## src/hdl/kfi_lane.sv

```systemverilog
// One search lane: compares the query against one fixed key slot.
`timescale 1ns / 1ps
module kfi_lane #(
  parameter int IDX   = 0,
  parameter int CNT_W = 5
) (
  input  logic [31:0]      key_time,
  input  logic [31:0]      query,
  input  logic [CNT_W-1:0] n,
  output logic             gt,
  output logic             lt,
  output logic             hit
);
  assign gt  = key_time > query;
  assign lt  = key_time < query;
  // candidate for the after key: slot 1..n-1 with time past the query
  assign hit = gt && (IDX >= 1) && (CNT_W'(IDX) < n);
endmodule

```

## config.mk

```make
export PLATFORM = sky130hd
export DESIGN_NAME = kfi_lane
export DESIGN_NICKNAME = d
export VERILOG_FILES = /design/src/hdl/kfi_lane.sv
export SDC_FILE = /design/constraint.sdc
export NUM_CORES = 1
export LEC_CHECK = 0
export BUFFER_PORTS_ARGS = -buffer_cell sky130_fd_sc_hd__buf_2
export CAP_MARGIN = 20
export CORE_ASPECT_RATIO = 0.8
export CORE_UTILIZATION = 37
export DETAILED_ROUTE_END_ITERATION = 8
export GPL_TIMING_DRIVEN = 0
export PLACE_DENSITY = 0.82
export SETUP_SLACK_MARGIN = 0.15
export SYNTH_ARGS = -nofsm -noshare
export SYNTH_HDL_FRONTEND = slang
export SYNTH_SLANG_ARGS = --single-unit
```

## constraint.sdc

```tcl
create_clock -name vclk -period 1.95
set_input_delay 0.39 -clock vclk [all_inputs]
set_output_delay 0.39 -clock vclk [all_outputs]
set_load 0.03 [all_outputs]
```

# [After elaboration in Yosys (flattened, before gate mapping)]
# Cells that the tools add are included.
[op_classes] n_addsub=0 mul=0 div=0 magnitude_cmp=2 eq_ne=0 shifts=0 mux=0 bitwise=0 n_reduce_logical=0
[op_table] op="32-bit greater-than comparator" count=1
[op_table] op="32-bit less-than comparator" count=1
[word_totals] register_bits=0 latchBits=0 mem_bits_rw=0 romBits=0 inputBits=69 memories=0

# [Longest topological paths before layout]
[logic_depth] ltp_word=1 depth_mapped=7 mapped_depth_nobuf=7

# [Least setup slack after synthesis]
# Ideal clock, no wire load.
[synth_path] path_kind="input port to output port" startpoint="in query[14]" endpoint="out gt" arrival_ns=1.877 required_ns=1.560 setup_slack_ns=-0.317 cell_stages=6 path_buffers=0 path_cell_list="inv_1 > ha_1 > nand4_1 > a2111oi_1 > o31ai_1 > a21oi_1"
[synth_between] elab_chain_len=1
[synth_lines] item="start, declared" line="8" text="input logic [31:0] query,"
[synth_lines] item="32-bit greater-than comparator" line="14" text="assign gt = key_time > query;"
[synth_lines] item="end, declared" line="10" text="output logic gt,"
# No other way between the ends.

# [Final worst setup path]
[layout_path] startpoint="in key_time[25]" endpoint="out lt"
[layout_between] elab_chain_len=1
[layout_lines] item="start, declared" line="7" text="input logic [31:0] key_time,"
[layout_lines] item="32-bit less-than comparator" line="15" text="assign lt = key_time < query;"
[layout_lines] item="end, declared" line="11" text="output logic lt,"
# No other way between the ends.

==> results.cfg <==
[placed_design]
place.gp.congestion = 0.757
placed_cell_area_mm2 = 0.00136
place_ws_ps = -516
io_buffers = 66
post-dp-hpwl_um = 2110

[final_layout]
n_antenna_cell = 0
area_growth_syn_to_layout_pct = 87.0
clockBufferCount = 0
drive_gt1_frac = 0.576
nFlopsAndLatches = 0
most-common-layout-cells = buf_2 (55), inv_1 (21), ha_1 (19)
final_common_cell = buf_2
seqCellArea_um2 = 0
fin_area_mm2 = 0.00155
nets = 287
final_util = 0.776

[yosys]
synth_top_area_cell = ha_1
synth.distinct_cells = 24
yosysWarningCount = 0
syn_inst = 116
synth_area_leaders = ha_1 (48%), inv_1 (15%), a21oi_1 (7.3%)
synth_nets = 217
synth.top_cell.area_share = 0.483
yosysSeqAreaShare = 0
synth.cell_area_um2 = 828
syn_area_per_cell_um2 = 7.14

[timing]
tns_ps = -633
slew_viol_final = 0
clock.fmax_mhz = 436
setup_ws_ps = -342
finalHoldViolCount = 0
setup_viol = 2
post-route-period-util = 1.18
rsz0062_at_grt = yes
final.min_clock_period_ps = 2290

[floorplanning]
die-height_um = 44.3
dieArea_mm2 = 0.00243
fp.coreArea_mm2 = 0.00200
initial_core_util = 0.415
num_rows = 14
pin_count = 72
die_w_um = 54.9

[power]
irDropWorstVdd_uv = 172
p_leak_nw = 0.816
power_density_mw_per_mm2 = 217

[global_route]
grt_pass1_wl_um = 3790
grt_pass1_vias = 1012
grt_max_degree = 5
globalRouteOverflowTotal = 0
grt_use_total = 0.203
antenna_found_initial = 0

[detailed_routing]
first_iter_violations = 0
drt_wl_total_um = 2460
first_pass_iters = 1
drt-wirelength-per-cell_um = 11.8
vias = 1052
drc = 0
ant_nets = 0
viasPerCell = 5.06

[flow_run]
cap_violations = 0

[setup_path]
crit_arrival_ps = 1900
crit_required_ps = 1560
crit_fanout = 2
start_kind = primary input
end_kind = primary output
worstSetupPathType = primary input to primary output

[status]
status = complete, but fails checks
violations = negative setup slack

[hold_path]
min_path_type = primary input to primary output
==> synth_stat cells (all sizes together) <==
| cell | count |
|---|---|
| o31a | 1 |
| nor3 | 1 |
| nand3 | 4 |
| conb | 1 |
| a21oi | 13 |
| a21o | 1 |
| ha | 32 |
| nor2 | 1 |
| nor2b | 1 |
| nor4 | 1 |
| o31ai | 1 |
| a221oi | 2 |
| and2 | 2 |
| nand4 | 6 |
| and4 | 3 |
| inv | 32 |
| a221o | 1 |
| a2111oi | 1 |
| buf | 1 |
| o21ai | 3 |
| nand2 | 7 |
| o211ai | 1 |
==> power breakdown <==
group          internal (mW)  leakage, nW  switching (mW)
Combinational          0.179        0.816           0.157
Sequential                 0            0               0
Clock                      0            0               0
==> worst max-delay path, cell delays in order <==
cell and delay (ps):
buf_2 100, ha_1 290, a21oi_1 140, o21ai_0 140, a221oi_2 300, o31a_1 250
and2_4 170, buf_6 120
==> layout make-up <==
class                           count  area [um^2]
Timing Repair Buffer               68          414
Buffer                              1         7.51
Fill cell                         159          448
Tap cell                           24         30.0
Inverter                           32          150
Multi-Input combinational cell     83          947
==> final timing paths <==
path          from  endpoint  cells after the start
max   key_time[25]        lt                      8
min   key_time[15]        gt                      6
==> repair_timing <==
item,CTS,global route
endpoints found under the setup margin,2,2
buffers inserted,2,0
hold buffers,0,0
gates resized for setup,26,10
pin swaps,14,10
==> per-layer routing <==
| layer | global-route usage | vias up | routed length [um] |
|---|---|---|---|
| li1 | - | 542 | - |
| met1 | 0.222 | 471 | 966 |
| met2 | 0.422 | 37 | 1340 |
| met3 | 0.0137 | 2 | 140 |
| met4 | 0.0200 | 0 | 15 |
| met5 | 0 | - | 0 |
==> cell families (layout without fill, tap and decap cells) <==
group / Yosys count / in the layout / synth area share
AOI/OAI and AO/OA: 24 / 24 / 0.184
adders and majority gates: 32 / 32 / 0.483
buffers and inverters: 33 / 101 / 0.154
other: 1 / 1 / 0.00453
and+or+nand+nor: 26 / 26 / 0.174
==> through the flow <==
step	power (mW)	instances	hold WS, ps
3_3_place_gp	0.261	206	1480
2_1_floorplan	0.163	116	1240
6_report	0.337	208	1470
5_1_grt	0.371	208	1520
3_5_place_dp	0.277	206	1480
4_1_cts	0.319	208	1460
No activity file was read; power rests on OpenSTA's default activity.
