`config.mk`:
```
export PLATFORM = sky130hd
export DESIGN_NAME = kfi_ram
export DESIGN_NICKNAME = d
export VERILOG_FILES = /design/src/hdl/kfi_ram.sv
export SDC_FILE = /design/constraint.sdc
export NUM_CORES = 1
export LEC_CHECK = 0
export BUFFER_PORTS_ARGS = -buffer_cell sky130_fd_sc_hd__buf_2
export CAP_MARGIN = 20
export CORE_MARGIN = 4
export CORE_UTILIZATION = 30
export CTS_BUF_LIST = sky130_fd_sc_hd__clkbuf_8
export DETAILED_ROUTE_END_ITERATION = 8
export GPL_TIMING_DRIVEN = 0
export HOLD_SLACK_MARGIN = 0.15
export SETUP_SLACK_MARGIN = 0.2
export SLEW_MARGIN = 15
export SYNTH_ARGS = -nofsm -noshare
export SYNTH_HDL_FRONTEND = slang
export SYNTH_SLANG_ARGS = --single-unit
```
`constraint.sdc`:
```
create_clock -name clk -period 9.2 [get_ports clk]
set_input_delay 0.46 -clock clk [delete_from_list [all_inputs] [get_ports clk]]
set_output_delay 0.46 -clock clk [all_outputs]
set_load 0.1 [all_outputs]
```
`src/hdl/kfi_ram.sv`:
```
// Generic single write, single registered read RAM.
`timescale 1ns / 1ps
module kfi_ram #(
  parameter int WIDTH = 82,
  parameter int DEPTH = 16
) (
  input  logic                     clk,
  input  logic                     we,
  input  logic [$clog2(DEPTH)-1:0] waddr,
  input  logic [WIDTH-1:0]         wdata,
  input  logic [$clog2(DEPTH)-1:0] raddr,
  output logic [WIDTH-1:0]         rdata
);
  logic [WIDTH-1:0] mem [DEPTH];

  always_ff @(posedge clk) begin
    if (we) begin
      mem[waddr] <= wdata;
    end
    rdata <= mem[raddr];
  end
endmodule

```
### After elaboration in Yosys (flattened, before gate mapping)

Memories as Yosys holds them, arrays and structs flattened. A register that Yosys moved wholly into a read port is not among the register bits.
Index checks and enable logic that the tools add are counted.

| storage, ports and cells | value |
|---|---|
| register bits after elaboration | 0 |
| memory bits (writable) | 1,312 |
| output and inout bits | 82 |
| memories kept | 1 |

Memory list:

| name | words | width | read ports | clocked after memory_dff | wr ports | line | RTL |
|---|---|---|---|---|---|---|---|
| mem | 16 | 82 | 1 | 1 | 1 | 14 | `logic [WIDTH-1:0] mem [DEPTH];` |

| operators by class | value |
|---|---|
| multiplexer cells | 2 |

Operators with widths:

| cell | count |
|---|---|
| two-way mux 1 bit | 2 |

### Logic depth before layout (Yosys ltp)

| logic depth | value |
|---|---|
| depth after elaboration | 2 |
| mapped depth | 6 |
| gate-level depth less buffers | 3 |

### Worst setup path after synthesis

No wires, ideal clock.

| timing path | value |
|---|---|
| path kind | input to register |
| from | input port waddr[2] |
| to | memory mem[0][0], enable pin |
| library setup time | 0.624 ns |
| arrival | 6.530 ns |
| data required time | 8.576 ns |
| setup slack | 2.046 ns |
| cell stages on the path | 2 |
| path buffers | 0 |
| path through | or3b_2 -> nor3_1 |

RTL lines:

| element | line | RTL |
|---|---|---|
| start: declaration | 9 | `input logic [$clog2(DEPTH)-1:0] waddr,` |
| end: declaration | 14 |  |

Straight into the memory's write port.

### Worst setup path after layout

| timing path | value |
|---|---|
| from | input port waddr[2] |
| to | memory mem[0][71], enable pin |

Straight into the memory's write port.

==> results.toml <==
[die]
die_h_um = 419
core_mm2 = 0.168
die_w_um = 419
rows = 150
start_util_pct = 30.2
dieArea_mm2 = 0.176
io_pins = 174

[power]
pwr-share-clk_pct = 38.3
powerDensity_mw_per_mm2 = 215
p_int_w = 0.0101
p_sw_share_pct = 24.0
peakVddDrop_uv = 143
total_power_w = 0.0132
seqPwrFrac_pct = 54.0
pwr-share-comb_pct = 7.7
power.switching_w = 0.00317
p_leak_nw = 20.0

[critical_path]
crit_required_ns = 9.81
worstSetupPathType = "input pin to register"
arrival_ns = 3.23
crit_path_start_kind = "input pin"
critical_path_peak_fanout = 7
critPathCaptureType = "register"

[hold_path]
min_path_type = "input pin to register"

[place]
place_congestion = 0.676
dp_cells = 4591
post-dp-hpwl_mm = 81.2
numPortBuffers = 171

[detailed_routing]
drt-initial-drc-count = 2145
ant_nets = 0
via_count = 24100
drt_pass1_iterations = 5
wire_per_inst_um = 24.5
drc = 0
vias_per_cell = 4.73
wirelength_mm = 125

[finish]
mostFrequentLayoutCell = "edfxtp_1"
nets = 2781
filler_cell_count = 15100
layout-drive-gt1-share_pct = 33.6
final_cells = 5099
final_cell_mix = "1312 x edfxtp_1, 328 x mux4_2, 243 x clkbuf_8, 182 x buf_2, 164 x a22oi_1"
area_growth_pct = 21.2

[clocking]
root_buffer = "clkbuf_8"
cts_buffers = 213
clockBufferDepth = 3
cts_tree = "done"
clkTransAtPathRegs_ns = 0.06
h-tree-depth = 4
clk_latency_ns = 0.90
post_cts_buffers = 0
cts_sinks = 1394

[timing]
min_period_over_period_pct = 28.4
timing.final.hold_violations = 0
fmax_mhz = 383
drv_slew = 0
grt_setup_unrepaired = "false"
max_slew.worst_pin.slew_ns = 1.18
fin_skew_ns = 0.0374
whs_ns = 0.319
maxSlewHeadroom_pct = 21.4
min_period_ns = 2.61
setup_viol = 0

[yosys]
avgSynthCellArea_um2 = 24.1
ys_seq_elements = 1394
ys_types = 18
synth_area_leaders = "edfxtp_1 78%, mux4_2 15%, dfxtp_1 3.2%"
yosysWarnings = 0
syn-num-nets = 2195
yosysSeqAreaShare_pct = 81.0
synth_top_area_share_pct = 77.7
yosys.area.top_type = "edfxtp_1"
netlist_area_mm2 = 0.0507
syn_inst = 2103

[flow_run]
cap_violations = 0

[outcome]
outcome = "finished clean"

[global_routing]
grt_overflow = 0
antenna_found_initial = 26
grt_pass1_wl_mm = 181
grt_max_degree = 20
grt_pass1_vias = 25500
track_usage_pct = 14.2
==> per-stage QoR <==
stage / setup WS, ns / utilization (%) / instance area [um2] / TNS [ns]
6_report: 6.59 / 36.7 / 61400 / 0
5_1_grt: 6.57 / 36.7 / 61400 / 0
4_1_cts: 6.67 / 36.6 / 61400 / 0
3_5_place_dp: 6.21 / 33.5 / 56200 / 0
3_3_place_gp: -5.57 / 32.4 / 54300 / -1965.12
2_1_floorplan: 2.05 / - / 50700 / 0
==> power groups by stage <==
stage	Combinational, W	Clock [W]	Sequential, W
after floorplan	0.000338	0	0.00758
after global placement	0.000955	0	0.00730
after detailed placement	0.000997	0	0.00728
after CTS	0.00104	0.00520	0.00715
after global routing	0.00107	0.00552	0.00715
final	0.00102	0.00506	0.00715
==> final timing paths <==
path / start / endpoint / slack [ns] / depth (start not counted)
min reg2reg: mem[15][15] / rdata[15] / 0.66 / 3
max: waddr[2] / mem[0][71] / 6.59 / 9
max reg2reg: mem[10][19] / rdata[19] / 7.68 / 3
min: we / mem[3][35] / 0.32 / 3
==> worst max-delay path: stages <==
cell	delay, ns
dlygate4sd3_1	0.53
buf_2	0.15
or3b_2	0.59
nor3_2	0.48
buf_4	0.27
buf_4	0.21
buf_4	0.21
buf_6	0.16
buf_6	0.14
==> logic make-up after synthesis <==
group           synth area share [%]
mux                             14.6
buf+inv                         1.15
flops                           81.0
compound gates                  2.43
simple gates                   0.869
==> what timing repair did <==
action	CTS	global route
hold buffers	87	0
resized for setup	0	0
endpoints found under the hold margin	1333	0
==> cell type report <==
cell class | count | area (um2) | area share, %
Antenna cell | 19 | 47.5 | 0.0774
Buffer | 108 | 586 | 0.953
Clock buffer | 243 | 3340 | 5.44
Clock inverter | 159 | 953 | 1.55
Multi-Input combinational cell | 601 | 9170 | 14.9
Sequential cell | 1394 | 41000 | 66.8
Tap cell | 2204 | 2760 | 4.49
Timing Repair Buffer | 371 | 3540 | 5.77
==> metal layers <==
| metal | track usage [%] | vias up | routed length (um) |
|---|---|---|---|
| met5 | 0 | - | 13 |
| met4 | 3.96 | 2 | 3010 |
| met3 | 3.21 | 193 | 6790 |
| met2 | 25.2 | 764 | 65900 |
| met1 | 17.3 | 12900 | 49000 |
| li1 | - | 10300 | - |
==> flip-flops by register name (all words and copies together) (netlist names) <==
| signal | count |
|---|---|
| mem | 1312 |
| rdata | 82 |
==> synthesized netlist by cell type <==
library cell     n
dfxtp_1         82
mux4_2         328
nand3b_1         2
nand3_1          1
or3b_2           1
and2_1           1
buf_1           21
nor2_1          13
nand2b_1         2
buf_4           18
nor2b_1          2
nor3_1           4
a22oi_1        164
nand2_1         83
buf_2           11
edfxtp_1      1312
buf_6           13
clkbuf_1        45
No activity file was read; power rests on OpenSTA's default activity.
