File: src/hdl/kfi_mix.sv
// One component lane of the blend: v0 + round((v1 - v0) * w / 2^16).
`timescale 1ns / 1ps
module kfi_mix (
  input  logic               clk,
  input  logic               load,
  input  logic signed [15:0] v0,
  input  logic signed [15:0] v1,
  input  logic [15:0]        w,
  output logic signed [15:0] mixed
);
  logic signed [16:0] diff;
  logic signed [33:0] prod;
  logic signed [33:0] rnd;
  logic signed [17:0] delta;

  assign diff = 17'(v1) - 17'(v0);

  always_ff @(posedge clk) begin
    if (load) begin
      prod <= 34'(diff * $signed({1'b0, w}));
    end
  end

  assign rnd   = prod + 34'sd32768;
  assign delta = rnd[33:16];
  assign mixed = v0 + delta[15:0];
endmodule

File: config.mk
export PLATFORM = sky130hd
export DESIGN_NAME = kfi_mix
export DESIGN_NICKNAME = d
export VERILOG_FILES = /design/src/hdl/kfi_mix.sv
export SDC_FILE = /design/constraint.sdc
export NUM_CORES = 1
export LEC_CHECK = 0
export BUFFER_PORTS_ARGS = -buffer_cell sky130_fd_sc_hd__buf_2
export CORE_UTILIZATION = 40
export CTS_CLUSTER_DIAMETER = 150
export DETAILED_ROUTE_END_ITERATION = 8
export PLACE_DENSITY = 0.56
export REMOVE_ABC_BUFFERS = 1
export SYNTH_ARGS = -nofsm -noshare
export SYNTH_HDL_FRONTEND = slang
export SYNTH_SLANG_ARGS = --single-unit
File: constraint.sdc
create_clock -name clk -period 8.3 [get_ports clk]
set_input_delay 0.415 -clock clk [delete_from_list [all_inputs] [get_ports clk]]
set_output_delay 0.415 -clock clk [all_outputs]
set_load 0.005 [all_outputs]
---- Word level (Yosys, flattened, before mapping) ----
Cells that the tools add are included.
word-level totals
  register bits ........................... 32
  input bits .............................. 50
  output and inout bits ................... 16
  word-level logic and storage cells ...... 5
cells by class
  add/subtract/negate cells ............... 3
  multiply operators ...................... 1
operators by type and width
  kind                      number
  $add A32 B17 Y32 const B  1
  $mul A17 B17 Y32          1
  $sub A16 B16 Y17          1
  $add A16 B16 Y16          1

---- Longest topological paths before layout ----
  depth after elaboration ................. 2
  mapped depth ............................ 33
  gate-level depth less buffers ........... 32

---- Worst setup path after synthesis ----
OpenSTA, ideal clock, no wires.
  path kind ............................... input-to-reg
  start ................................... input port v1[0]
  end ..................................... register prod[31], data pin
  library setup time ...................... 260 ps
  arrival time ............................ 7709 ps
  data required time ...................... 8040 ps
  path slack .............................. 331 ps
  cell stages on the path ................. 33
  path buffers ............................ 1
  cell sequence ........................... inv_1 ha_1 fa_1 nor2b_1 o31a_1 o211ai_2 a21oi_1 o31ai_2 o211ai_1 nand2_1 buf_2 nand2_1 inv_1 fa_1 inv_1 fa_1 inv_1 fa_1 fa_1 fa_1 inv_1 fa_1 inv_1 ha_1 a21oi_1 o21ai_0 nor2_1 a31oi_1 a41o_1 o41a_4 a2111oi_2 nor3_1 xnor2_1
between the ends
  word-level cells in the longest chain between the ends .. 2
ends and longest elaborated chain
  what                  line  text
  start, declared       7     input logic signed [15:0] v1,
  $sub A16 B16 Y17      16    assign diff = 17'(v1) - 17'(v0);
  $mul A17 B17 Y32      20    prod <= 34'(diff * $signed({1'b0, w}));
  end signal, assigned  20
  end, declared         12    logic signed [33:0] prod;
Every way passes these cells.
A chain may end at the register's enable or synchronous reset.

---- Worst setup path in the final report ----
  start ................................... input port v0[0]
  end ..................................... register prod[31], data pin
between the ends
  word-level cells in the longest chain between the ends .. 2
ends and longest elaborated chain
  what              line  text
  start, declared   6     input logic signed [15:0] v0,
  $sub A16 B16 Y17  16
  $mul A17 B17 Y32  20
Every way passes these cells.

==> impl_metrics.env <==
export IMPL_nets=1969
export IMPL_worst_slack_ps=368
export IMPL_wire_per_inst_um=15.7
export IMPL_clockRootBuffer="clkbuf_16"
export IMPL_first_pass_iters=7
export IMPL_io_buffers=65
export IMPL_synthToLayoutAreaGrowth_pct=10.2
export IMPL_worstSetupPathType="input port to flip-flop"
export IMPL_place_gp_congestion=0.842
export IMPL_num_antenna_cells=0
export IMPL_cts_htree_levels=1
export IMPL_maxSlewHeadroom_pct=41.7
export IMPL_final_cell_mix="inv_1, fa_1, nand2_1"
export IMPL_synth_seq_cells=17
export IMPL_ys_flop_type="edfxtp_1"
export IMPL_fmax_mhz=126
export IMPL_grt_first_pass_wirelength_um=51800
export IMPL_maxCapViolCount=0
export IMPL_drc_errors=0
export IMPL_cts_reportedPaths_clkPinSlew_ps=50
export IMPL_status="complete, no violations"
export IMPL_dp_hpwl_um=25800
export IMPL_cts_sinks=17
export IMPL_vias=9608
export IMPL_yosys_warnings=0
export IMPL_reg_top3="prod (17)"
export IMPL_first_iter_violations=404
export IMPL_grt_pass1_vias=10400
export IMPL_hold_ws_ps=625
export IMPL_hold_buffers=0
export IMPL_crit_arrival_ps=7930
export IMPL_cp_startpoint="v0[0]"
export IMPL_ant_nets=0
export IMPL_start_util_pct=41.0
export IMPL_place_ws_ps=-172
export IMPL_syn_area_per_cell_um2=8.66
export IMPL_drive_gt1_share_pct=10.8
export IMPL_fp_row_count=64
export IMPL_start_kind="input port"
export IMPL_grt_use_total_pct=19.9
export IMPL_core_area_um2=30700
export IMPL_vias_per_cell=4.96
export IMPL_ys_seq_area_share_pct=4.05
export IMPL_layout_commonest_cell="inv_1"
export IMPL_syn_area_um2=12600
export IMPL_crit_family="adder cells"
export IMPL_synthCells=1455
export IMPL_setup_viol=0
export IMPL_antenna_found_initial=0
export IMPL_min_path_type="input port to flip-flop"
export IMPL_ys_types=58
export IMPL_fin_crit_ps=7930
export IMPL_finalCritPeriodShare_pct=95.6
export IMPL_ios=66
export IMPL_critPathMaxFanout=4
export IMPL_die_h_um=179
export IMPL_finalMaxSlewViolations=0
export IMPL_worstPathRequired_ps=8290
export IMPL_max_stage_delay_ps=580
export IMPL_cp_slowest_cell="fa_1"
export IMPL_grt_max_degree=22
export IMPL_regMostFlops="prod"
export IMPL_routed_wl_um=30300
export IMPL_cts_buffers=3
export IMPL_synth_enable_flop_cells=17
export IMPL_worst_pin_slew_ps=867
export IMPL_min_from="load"
export IMPL_cts_tree="yes"
export IMPL_die_area_um2=32200
export IMPL_cp_common_cell="fa_1"
export IMPL_critPathCaptureType="flip-flop"
export IMPL_largest_register_ffs=17
export IMPL_hold_viol_final=0
export IMPL_grt_ovfl_total=0
export IMPL_chipWidth_um=179
export IMPL_clock_path_buffers=2
export IMPL_crit_buf_inv=6
export IMPL_synthArstFlopShare_pct=0
==> final cells by class <==
type,count,area (um2)
Timing Repair Buffer,138,873
Tap cell,396,495
Inverter,359,1350
Clock buffer,4,78.8
Multi-Input combinational cell,1023,10600
Fill cell,3111,16900
Sequential cell,17,510
==> cells in the mapped netlist (all sizes together), types with 2 or more instances <==
library cell	number	share of area, %
clkbuf	52	1.5
nand3b	3	0.18
or3	2	0.099
o31ai	4	0.28
o311ai	7	0.49
a311oi	5	0.35
a2111oi	2	0.19
fa	261	41
nand3	27	1.1
o311a	3	0.24
a21o	8	0.48
a31o	2	0.14
or2	4	0.20
o21ai	24	0.95
inv	359	11
nand4	5	0.25
and3	14	0.70
nor4	6	0.30
o21a	3	0.18
edfxtp	17	4.1
o21bai	6	0.36
nand2	161	4.8
buf	4	0.21
nor3	12	0.52
and2	96	4.8
xnor2	60	4.2
xor2	18	1.3
nor3b	2	0.12
mux2i	4	0.32
a211oi	5	0.34
a21oi	42	1.7
nand2b	18	0.89
nor2	28	0.83
nor2b	38	1.9
and3b	2	0.14
o211ai	19	1.2
a31oi	7	0.35
ha	116	12
==> metal layers <==
layer	GRT usage, %	vias to the layer above	share of wire, %
li1	-	4599	-
met1	26.1	4850	45
met2	36.9	138	51
met3	1.18	21	2.7
met4	1.97	0	0.90
met5	0	-	0
==> through the flow <==
step	instances	instance area, um2	TNS (ps)	util (%)
floorplan	1399	12400	0	-
finish	1937	13900	0	45.1
global placement	1932	13700	-39.3	44.7
detailed placement	1932	13700	-305	44.7
CTS	1936	13800	0	44.9
global route	1937	13900	-8.46	45.1
==> cells by family after synthesis <==
group	Yosys count	share of synthesized area, %
AND/OR/NAND/NOR	419	16.8
adder cells (fa/ha/maj)	377	53.0
multiplexers	5	0.407
AO/OA/AOI/OAI	144	7.83
flip-flops	17	4.05
XOR/XNOR	78	5.42
buffers and inverters	415	12.5
==> path summary, 6_finish.rpt <==
path              slack, ps  depth (start not counted)       end
setup / recovery        370                         32  prod[31]
hold / removal          630                          1  prod[16]
==> repair_timing <==
action | 4_1_cts | 5_1_grt
setup buffers | 0 | 1
resized for setup | 0 | 12
setup endpoints to repair | 0 | 7
Power is not shown: default switching activity piles up to over one toggle a cycle in this logic, so the estimate is an artifact.
