## src/hdl/kfi_div.sv

```systemverilog
// Restoring divider: 16 quotient bits of num*2^16/den, with num < den.
`timescale 1ns / 1ps
module kfi_div (
  input  logic        clk,
  input  logic        rst,
  input  logic        start,
  input  logic [31:0] num,
  input  logic [31:0] den,
  output logic        done,
  output logic [15:0] quot
);
  logic [31:0] rem;
  logic [31:0] dvs;
  logic [4:0]  cnt;
  logic        run;
  logic [32:0] r2;

  assign r2 = {rem, 1'b0};

  always_ff @(posedge clk) begin
    if (rst) begin
      run  <= 1'b0;
      done <= 1'b0;
      cnt  <= '0;
    end else begin
      done <= 1'b0;
      if (start) begin
        rem <= num;
        dvs <= den;
        cnt <= '0;
        run <= 1'b1;
      end else if (run) begin
        if (r2 >= {1'b0, dvs}) begin
          rem  <= 32'(r2 - {1'b0, dvs});
          quot <= {quot[14:0], 1'b1};
        end else begin
          rem  <= r2[31:0];
          quot <= {quot[14:0], 1'b0};
        end
        cnt <= cnt + 5'd1;
        if (cnt == 5'd15) begin
          run  <= 1'b0;
          done <= 1'b1;
        end
      end
    end
  end
endmodule

```

## config.mk

```make
export PLATFORM = sky130hd
export DESIGN_NAME = kfi_div
export DESIGN_NICKNAME = d
export VERILOG_FILES = /design/src/hdl/kfi_div.sv
export SDC_FILE = /design/constraint.sdc
export NUM_CORES = 1
export LEC_CHECK = 0
export BUFFER_PORTS_ARGS = -buffer_cell sky130_fd_sc_hd__buf_2
export CAP_MARGIN = 25
export CORE_ASPECT_RATIO = 1.5
export CORE_MARGIN = 2
export CORE_UTILIZATION = 57
export CTS_CLUSTER_SIZE = 12
export DETAILED_ROUTE_END_ITERATION = 8
export PLACE_DENSITY_LB_ADDON = 0.2
export SLEW_MARGIN = 10
export SYNTH_ARGS = -nofsm -noshare
export SYNTH_HDL_FRONTEND = slang
export SYNTH_SLANG_ARGS = --single-unit
export TNS_END_PERCENT = 100
```

## constraint.sdc

```tcl
create_clock -name clk -period 3.3 [get_ports clk]
set_input_delay 0.165 -clock clk [delete_from_list [all_inputs] [get_ports clk]]
set_output_delay 0.165 -clock clk [all_outputs]
set_load 0.01 [all_outputs]
```

* Word-level counts from Yosys, hierarchy flattened
Index checks and enable logic that the tools add are counted.
Storage, ports and cells: memories kept 0, RAM bits 0, flip-flop bits (word level) 87, logic and storage cells 27, bits of input ports 67, latch bits 0, output and inout bits 17, memory bits (read-only) 0
Operators by class: $mul 0, muxes and demuxes 8, order comparisons 1, reductions and logical operators 6, shift-type cells 0, add/subtract/negate cells 2, div/mod/pow operators 0, equality and inequality tests 1, bitwise logic cells 3
Operator list (count):
- $mux W32 | 3
- $ge A33 B32 Y1 | 1
- $sub A32 B32 Y32 | 1
- $add A5 B1 Y5 const B | 1
- $eq A5 B4 Y1 const B | 1
- $mux W1 | 5
- $reduce_and A2 Y1 | 2
- $not A1 Y1 | 3
- $reduce_and A3 Y1 | 1
- $reduce_or A3 Y1 | 1
- $reduce_bool A2 Y1 | 1
- $reduce_or A2 Y1 | 1

* Logic depth before layout (Yosys ltp)
Gate-level depths: netlist (run 1).
depth after elaboration 4, mapped depth 14, mapped depth without buffers 12

* Least setup slack after synthesis (run 1)
No wires, ideal clock.
path kind reg2reg, start point register rem[9], end point register rem[27], data pin, data required time 3.039 ns, setup slack 0.518 ns, period minus slack after synthesis 2.782 ns, stages on the path, launching flop included 13, library setup time 0.261 ns, arrival 2.521 ns, buffers on the path 2, path through edfxtp_1 > ha_1 > buf_2 > a21oi_1 > o211a_1 > nor2_1 > o31ai_1 > o31a_1 > o21a_1 > o21a_2 > buf_6 > and3_1 > a221o_1
On the way: word-level cells in the longest chain between the ends 4, elaborated cells on any way between the ends 5, classes of those cells add/sub (1); order compare (1); mux (3)
RTL lines:
- from (decl) | line 12 | logic [31:0] rem;
- from (signal assigned) | line 28 | rem <= num;
- from (signal assigned) | line 34 | rem <= 32'(r2 - {1'b0, dvs});
- from (signal assigned) | line 37 | rem <= r2[31:0];
- $sub A32 B32 Y32 / $ge A33 B32 Y1 (equally long branches) | line 34, 33
- $mux W32 * | line 33 | if (r2 >= {1'b0, dvs}) begin
- $mux W32 * | line 32 | end else if (run) begin
- $mux W32 * | line 27 | if (start) begin
Every way passes the cells marked *; elsewhere a longest branch is shown, timed or not. The select of a mux whose other input is x is not followed. A chain may end at the register's enable or synchronous reset.

* Worst setup path after layout (run 1)
start point register rem[5], end point register rem[18], data pin
Same word-level chain as after synthesis.

==> results of run 1 <==
## cell type report
class,instances,area [µm²]
Multi-Input combinational cell,387,2480
Inverter,44,165
Clock buffer,10,229
Timing Repair Buffer,133,865
Clock inverter,6,82.6
Fill cell,713,2650
Sequential cell,87,2540
Tap cell,112,140
## cells in the final DEF, fill, tap and decap left out, types with 3 or more instances in the layout
| cell | instances |
|---|---|
| a211o_1 | 3 |
| a211oi_1 | 4 |
| a21o_1 | 12 |
| a21oi_1 | 33 |
| a221o_1 | 6 |
| a31oi_1 | 22 |
| and2_1 | 4 |
| and3_1 | 11 |
| buf_2 | 83 |
| buf_4 | 21 |
| clkbuf_16 | 9 |
| dfxtp_1 | 7 |
| dlygate4sd3_1 | 28 |
| edfxtp_1 | 80 |
| ha_1 | 31 |
| ha_2 | 3 |
| inv_1 | 43 |
| mux2i_1 | 3 |
| nand2_1 | 67 |
| nand2b_1 | 5 |
| nand3_1 | 9 |
| nand4_1 | 7 |
| nor2_1 | 52 |
| nor2b_1 | 5 |
| nor3_1 | 13 |
| o21ai_0 | 23 |
| o21bai_1 | 3 |
| o31ai_1 | 5 |
| xnor2_1 | 18 |
| xor2_1 | 13 |
## power breakdown
part	total, mW	internal (mW)	switching, mW
sequential	1.34	1.31	0.0387
combinational	0.955	0.416	0.539
clock	1.08	0.661	0.415
total	3.37	2.38	0.993
## kinds of logic (layout without fill, tap and decap cells)
family | after synthesis | count (layout)
buf+inv | 67 | 193
compound gates | 132 | 132
flops | 87 | 87
mux | 3 | 3
fa+ha+maj | 35 | 35
simple gates | 186 | 186
xor+xnor | 31 | 31
## worst max-delay path, stage by stage, from the launching register on
cell and delay (ns):
edfxtp_1 0.42, ha_2 0.39, nand4_1 0.12, o21bai_1 0.19, a31oi_2 0.23, o31ai_2 0.12, o31a_1 0.30, o21a_1 0.20
o21a_2 0.24, buf_6 0.18, and3_1 0.19, a221o_1 0.26
## stage by stage
stage          cells  utilization [%]  area (µm²)
3_3_place_gp     735             64.3        5880
2_1_floorplan    541                -        5270
5_1_grt          779             71.1        6500
6_report         779             71.1        6500
4_1_cts          779             70.8        6470
3_5_place_dp     735             64.3        5880
## layer usage
metal / track usage (%) / vias to the layer above / routed length, µm
li1: - / 2185 / -
met1: 30.1 / 2160 / 5110
met2: 51.5 / 171 / 7170
met3: 5.26 / 41 / 673
met4: 13.6 / 0 / 487
met5: 0 / - / 0
## how the worst max path moves through the flow
stage          slack (ns)  cells past startpoint      end
2_1_floorplan        0.52                     12  rem[27]
3_3_place_gp         0.15                     11  rem[31]
3_5_place_dp         0.14                     11  rem[30]
4_1_cts              0.10                     12   rem[8]
5_1_grt              0.01                     12   rem[8]
6_report             0.19                     11  rem[18]
## registers in the layout, indices dropped and copies added (netlist names)
name,count
rem,32
run,1
cnt,5
dvs,32
done,1
quot,16
## repair_timing
action	CTS	global route
endpoints found under the setup margin	0	16
hold buffers	28	0
gates resized for setup	0	8
endpoints found under the hold margin	28	0
==> load_flow_metrics.sql, run 1 <==
INSERT INTO impl_metrics (metric_group, metric, value, unit) VALUES
('status', 'status', 'complete, no violations', ''),
('floorplanning', 'initial_core_util', '57.7', '%'),
('route', 'vias_per_cell', '5.85', ''),
('synthesis', 'yosys_warning_total', '0', ''),
('synthesis', 'netlist_instances', '541', ''),
('synthesis', 'synth-compound-area-share', '16.2', '%'),
('grt', 'initial_antenna_violation_count', '0', ''),
('cts', 'tritoncts', 'done', ''),
('worst_setup_path', 'reg2reg_to', 'rem[18]', ''),
('synthesis', 'synth-seq-cells', '87', ''),
('sta', 'hold_ws', '0.00942', 'ns'),
('sta', 'worst_slew_pin_slew', '0.932', 'ns'),
('floorplanning', 'die_area', '10100', 'µm²'),
('sta', 'post-route-period-util', '94.2', '%'),
('cells_and_area', 'area_growth_synth_to_finish', '23.3', '%'),
('floorplanning', 'fp-row-count', '43', ''),
('route', 'drcViolationCount', '0', ''),
('sta', 'setup_viol', '0', ''),
('power', 'peakVddDrop', '0.328', 'mV'),
('synthesis', 'synthMuxAreaShare', '0.569', '%'),
('synthesis', 'post_synth_instance_area', '5270', 'µm²'),
('synthesis', 'main_combinational_cell_family_by_area_after_synthesis', 'compound AO/OA/AOI/OAI gates', ''),
('sta', 'hold_violations_final', '0', ''),
('cells_and_area', 'antenna_cells', '0', ''),
('worst_setup_path', 'worstSetupStartpoint', 'rem[5]', ''),
('sta', 'setup_total_negative_slack', '0', 'ns'),
('route', 'routed_wire_length_per_instance', '17.3', 'µm'),
('grt', 'grt_pass1_wl', '21500', 'µm'),
('cells_and_area', 'final_nets', '764', ''),
('floorplanning', 'num_io_pins', '84', ''),
('synthesis', 'post_synth_main_area_contributors', 'edfxtp_1, ha_1, nand2_1', ''),
('sta', 'slew-limit-headroom', '37.8', '%'),
('worst_setup_path', 'cp.arrival', '3.20', 'ns'),
('placed_design', 'buffer_ports.inserted', '83', ''),
('synthesis', 'synth.avg_cell_area', '9.75', 'µm²'),
('cts', 'cts_made_buffers', '9', ''),
('cts', 'postCtsSetupRepairBufs', '0', ''),
('job', 'drv.max_cap_violation_count', '0', ''),
('synthesis', 'syn_nets', '643', ''),
('cts', 'cts.sink_count', '87', ''),
('synthesis', 'dominantRegCellSynth', 'edfxtp_1', ''),
('placed_design', 'place.gp.congestion', '0.924', ''),
('worst_setup_path', 'crit-reg2reg-launch', 'rem[5]', ''),
('synthesis', 'asyncSetResetFlopFracSynth', '0', '%'),
('cts', 'worst_skew_pair.late_latency', '0.34', 'ns'),
('grt', 'gr-total-overflow', '0', ''),
('route', 'drt_pass1_iterations', '6', ''),
('power', 'power_density', '519', 'nW/µm²'),
('floorplanning', 'die_h', '122', 'µm'),
('grt', 'grt_use_total', '28.2', '%'),
('worst_setup_path', 'reg2reg_depth', '11', ''),
('cts', 'cts.reportedPaths.clkPinSlew', '0.06', 'ns'),
('worst_setup_path', 'worst_ep_required_time', '3.39', 'ns'),
('power', 'totalPowerFinal', '3.37', 'mW'),
('grt', 'first_global_vias', '4713', ''),
('sta', 'timing.final.max_slew_violations', '0', ''),
('route', 'initialDrtViolationCount', '309', ''),
('synthesis', 'synth_sequential_area_ratio', '48.2', '%'),
('placed_design', 'hpwl', '9710', 'µm'),
('synthesis', 'yosys.area_share.adder', '8.45', '%'),
('floorplanning', 'die_w', '82.5', 'µm'),
('route', 'drt_total_wl', '13400', 'µm'),
('cts', 'cts_root_buf', 'clkbuf_16', ''),
('synthesis', 'synth_edf_count', '80', ''),
('worst_setup_path', 'critical_path_class', 'flop to flop', ''),
('grt', 'pin_count_of_the_biggest_net_entering_global_routing', '33', ''),
('hold_path', 'worstHoldEndpoint', 'dvs[22]', ''),
('sta', 'rsz0062_at_grt', 'false', ''),
('synthesis', 'synth.top_cell.area_share', '45.6', '%'),
('sta', 'worst_clock_skew', '0.0114', 'ns'),
('synthesis', 'synth.most_common_cell', 'edfxtp_1', '');
Power figures use the tool's default switching activity.
==> run 2: changes to the inputs <==
--- a/config.mk
+++ b/config.mk
@@ -7,7 +7,7 @@
 export LEC_CHECK = 0
 export BUFFER_PORTS_ARGS = -buffer_cell sky130_fd_sc_hd__buf_2
 export CAP_MARGIN = 25
-export CORE_ASPECT_RATIO = 1.5
+export CORE_ASPECT_RATIO = 0.7
 export CORE_MARGIN = 2
 export CORE_UTILIZATION = 57
 export CTS_CLUSTER_SIZE = 12
==> constraint.sdc (replaced) <==
create_clock -name clk -period 3 [get_ports clk]
set_input_delay 0.15 -clock clk [delete_from_list [all_inputs] [get_ports clk]]
set_output_delay 0.15 -clock clk [all_outputs]
set_load 0.01 [all_outputs]
==> load_flow_metrics.sql, run 2 (synthesized netlist as in run 1, its figures left out) <==
INSERT INTO impl_metrics (metric_group, metric, value, unit) VALUES
('sta', 'finalWorstSetupSlack', '0.0175', 'ns'),
('grt', 'first_global_vias', '4479', ''),
('worst_setup_path', 'critical_path_class', 'flop to flop', ''),
('cells_and_area', 'registers_with_the_most_flip_flops', 'dvs: 32 flops, rem: 32 flops, quot: 16 flops', ''),
('route', 'routed_wire_length_per_instance', '17.0', 'µm'),
('worst_setup_path', 'crit_path_max_fanout', '8', ''),
('grt', 'groute.layer.met1.usage', '37.3', '%'),
('cts', 'tritoncts', 'done', ''),
('cts', 'cts.reportedPaths.clkPinSlew', '0.07', 'ns'),
('hold_path', 'min-delay-path-class', 'input port to flop', ''),
('route', 'drt.antenna.violating_nets', '0', ''),
('route', 'drt_total_wl', '14000', 'µm'),
('route', 'vias_per_cell', '5.78', ''),
('floorplanning', 'num_io_pins', '84', ''),
('cells_and_area', 'layout.filler_cells', '568', ''),
('route', 'number_of_vias_after_detailed_routing', '4761', ''),
('cells_and_area', 'finalCoreUtilization', '78.6', '%'),
('cells_and_area', 'final_design_area_no_fill', '7100', 'µm²'),
('floorplanning', 'fp-row-count', '29', ''),
('floorplanning', 'die_w', '119', 'µm'),
('cts', 'worst_skew_pair.late_latency', '0.34', 'ns'),
('route', 'initialDrtViolationCount', '419', ''),
('cts', 'htreeDepth', '3', ''),
('grt', 'gr-max-usage-layer', 'met2', ''),
('sta', 'fmax', '0.335', 'GHz'),
('sta', 'rsz0062_at_grt', 'true', ''),
('worst_setup_path', 'end_kind', 'flop', ''),
('sta', 'slew-limit-headroom', '66.8', '%'),
('cells_and_area', 'layout.cells.most_common', 'buf_2', ''),
('floorplanning', 'core_area', '9030', 'µm²'),
('grt', 'grt_use_total', '26.5', '%'),
('sta', 'hold_ws', '0.0296', 'ns'),
('placed_design', 'place.gp.congestion', '0.932', ''),
('worst_setup_path', 'worst_ep_required_time', '3.09', 'ns'),
('power', 'power_density', '559', 'nW/µm²'),
('cells_and_area', 'layout-drive-gt1-share', '28.0', '%'),
('worst_setup_path', 'timing.critical_path.slowest_stage_cell', 'edfxtp_1', ''),
('cells_and_area', 'antenna_cells', '0', ''),
('grt', 'grt_pass1_wl', '21200', 'µm'),
('grt', 'grt_use_met3', '5.64', '%'),
('floorplanning', 'die_h', '84.5', 'µm'),
('power', 'peakVddDrop', '0.421', 'mV'),
('power', 'power.static_leakage', '2.98', 'nW'),
('worst_setup_path', 'critical-path-max-stage-delay', '0.44', 'ns'),
('grt', 'pin_count_of_the_biggest_net_entering_global_routing', '33', ''),
('job', 'drv.max_cap_violation_count', '0', ''),
('worst_setup_path', 'worstPathCellList', 'ha_4, nand4_1, o21bai_4, a31oi_4, o31ai_4, o31a_1, o21a_1, o21a_4, buf_12, and3_4, a221o_1', ''),
('cts', 'cts_made_buffers', '9', ''),
('cts', 'cts.path.max_buffers', '2', ''),
('placed_design', 'buffer_ports.inserted', '83', ''),
('cts', 'cts.sink_count', '87', ''),
('sta', 'post-route-period-util', '99.4', '%'),
('sta', 'fin_crit', '2.98', 'ns'),
('floorplanning', 'die_area', '10000', 'µm²'),
('worst_setup_path', 'setup.worst_path.start_class', 'flop', ''),
('sta', 'worst_slew_pin_slew', '0.497', 'ns'),
('floorplanning', 'initial_core_util', '58.4', '%'),
('grt', 'groute.layer.met2.usage', '42.0', '%'),
('cts', 'cts_root_buf', 'clkbuf_16', ''),
('grt', 'initial_antenna_violation_count', '0', ''),
('worst_setup_path', 'cp.arrival', '3.08', 'ns'),
('status', 'status', 'complete, no violations', ''),
('cells_and_area', 'mostFrequentLayoutCells', 'buf_2, edfxtp_1, nand2_1, nor2_1, buf_4', ''),
('route', 'drt_pass1_iterations', '6', ''),
('sta', 'setup_total_negative_slack', '0', 'ns'),
('cells_and_area', 'area_growth_synth_to_finish', '34.7', '%'),
('placed_design', 'dp_worst_setup_slack', '-0.0791', 'ns'),
('sta', 'hold_violations_final', '0', ''),
('sta', 'setup_viol', '0', ''),
('sta', 'timing.final.max_slew_violations', '0', ''),
('route', 'drcViolationCount', '0', ''),
('sta', 'worst_clock_skew', '0.00758', 'ns'),
('placed_design', 'hpwl', '9320', 'µm'),
('cells_and_area', 'final_nets', '797', ''),
('placed_design', 'place_area', '6020', 'µm²'),
('grt', 'gr-total-overflow', '0', '');
-- run 2: worst paths after layout --
kind / from / end / slack, ns / depth (start not counted)
worst max-delay path: rem[4] / rem[31] / 0.02 / 11
worst min-delay path: rst / run / 0.03 / 2
worst max register to register: rem[4] / rem[31] / 0.02 / 11
worst min register to register: quot[2] / quot[3] / 0.44 / 0
-- run 2: final cells by class --
type	count	area, µm²	area share (%)
tap	124	155	2.18
timing repair buffer	166	1160	16.3
sequential	87	2540	35.8
inverter	44	170	2.40
clock inverter	7	95.1	1.34
clock buffer	9	225	3.17
multi-input combinational	387	2750	38.8
-- run 2: where the power goes --
group          leakage [nW]  internal (mW)  total [mW]  switching [mW]
combinational          2.02          0.591        1.26           0.670
sequential            0.807           1.44        1.49          0.0501
clock                 0.156          0.733        1.22           0.489
-- run 2: what timing repair did --
action | 4_1_cts | 5_1_grt
hold buffers | 32 | 0
buffers inserted | 0 | 14
setup endpoints to repair | 8 | 26
pin swaps | 0 | 19
endpoints found under the hold margin | 32 | 0
gates resized for setup | 7 | 54
-- run 2: critical path: cells and delay by family (launching register included) --
kind | cells | cell delay (ns)
and+or+nand+nor | 2 | 0.31
adders and majority gates | 1 | 0.30
buffers and inverters | 1 | 0.15
AOI/OAI and AO/OA | 7 | 1.52
DFF | 1 | 0.44
-- run 2: routing by layer --
layer	up-vias	part of all wire [%]
li1	2264	-
met1	2234	43
met2	230	46
met3	33	7.8
met4	0	2.3
met5	-	0
-- run 2: per-stage QoR --
step	instances	total power [mW]
floorplan	541	2.21
global placement	762	2.49
detailed placement	762	2.53
CTS	810	3.80
global route	824	4.14
finish	824	3.97
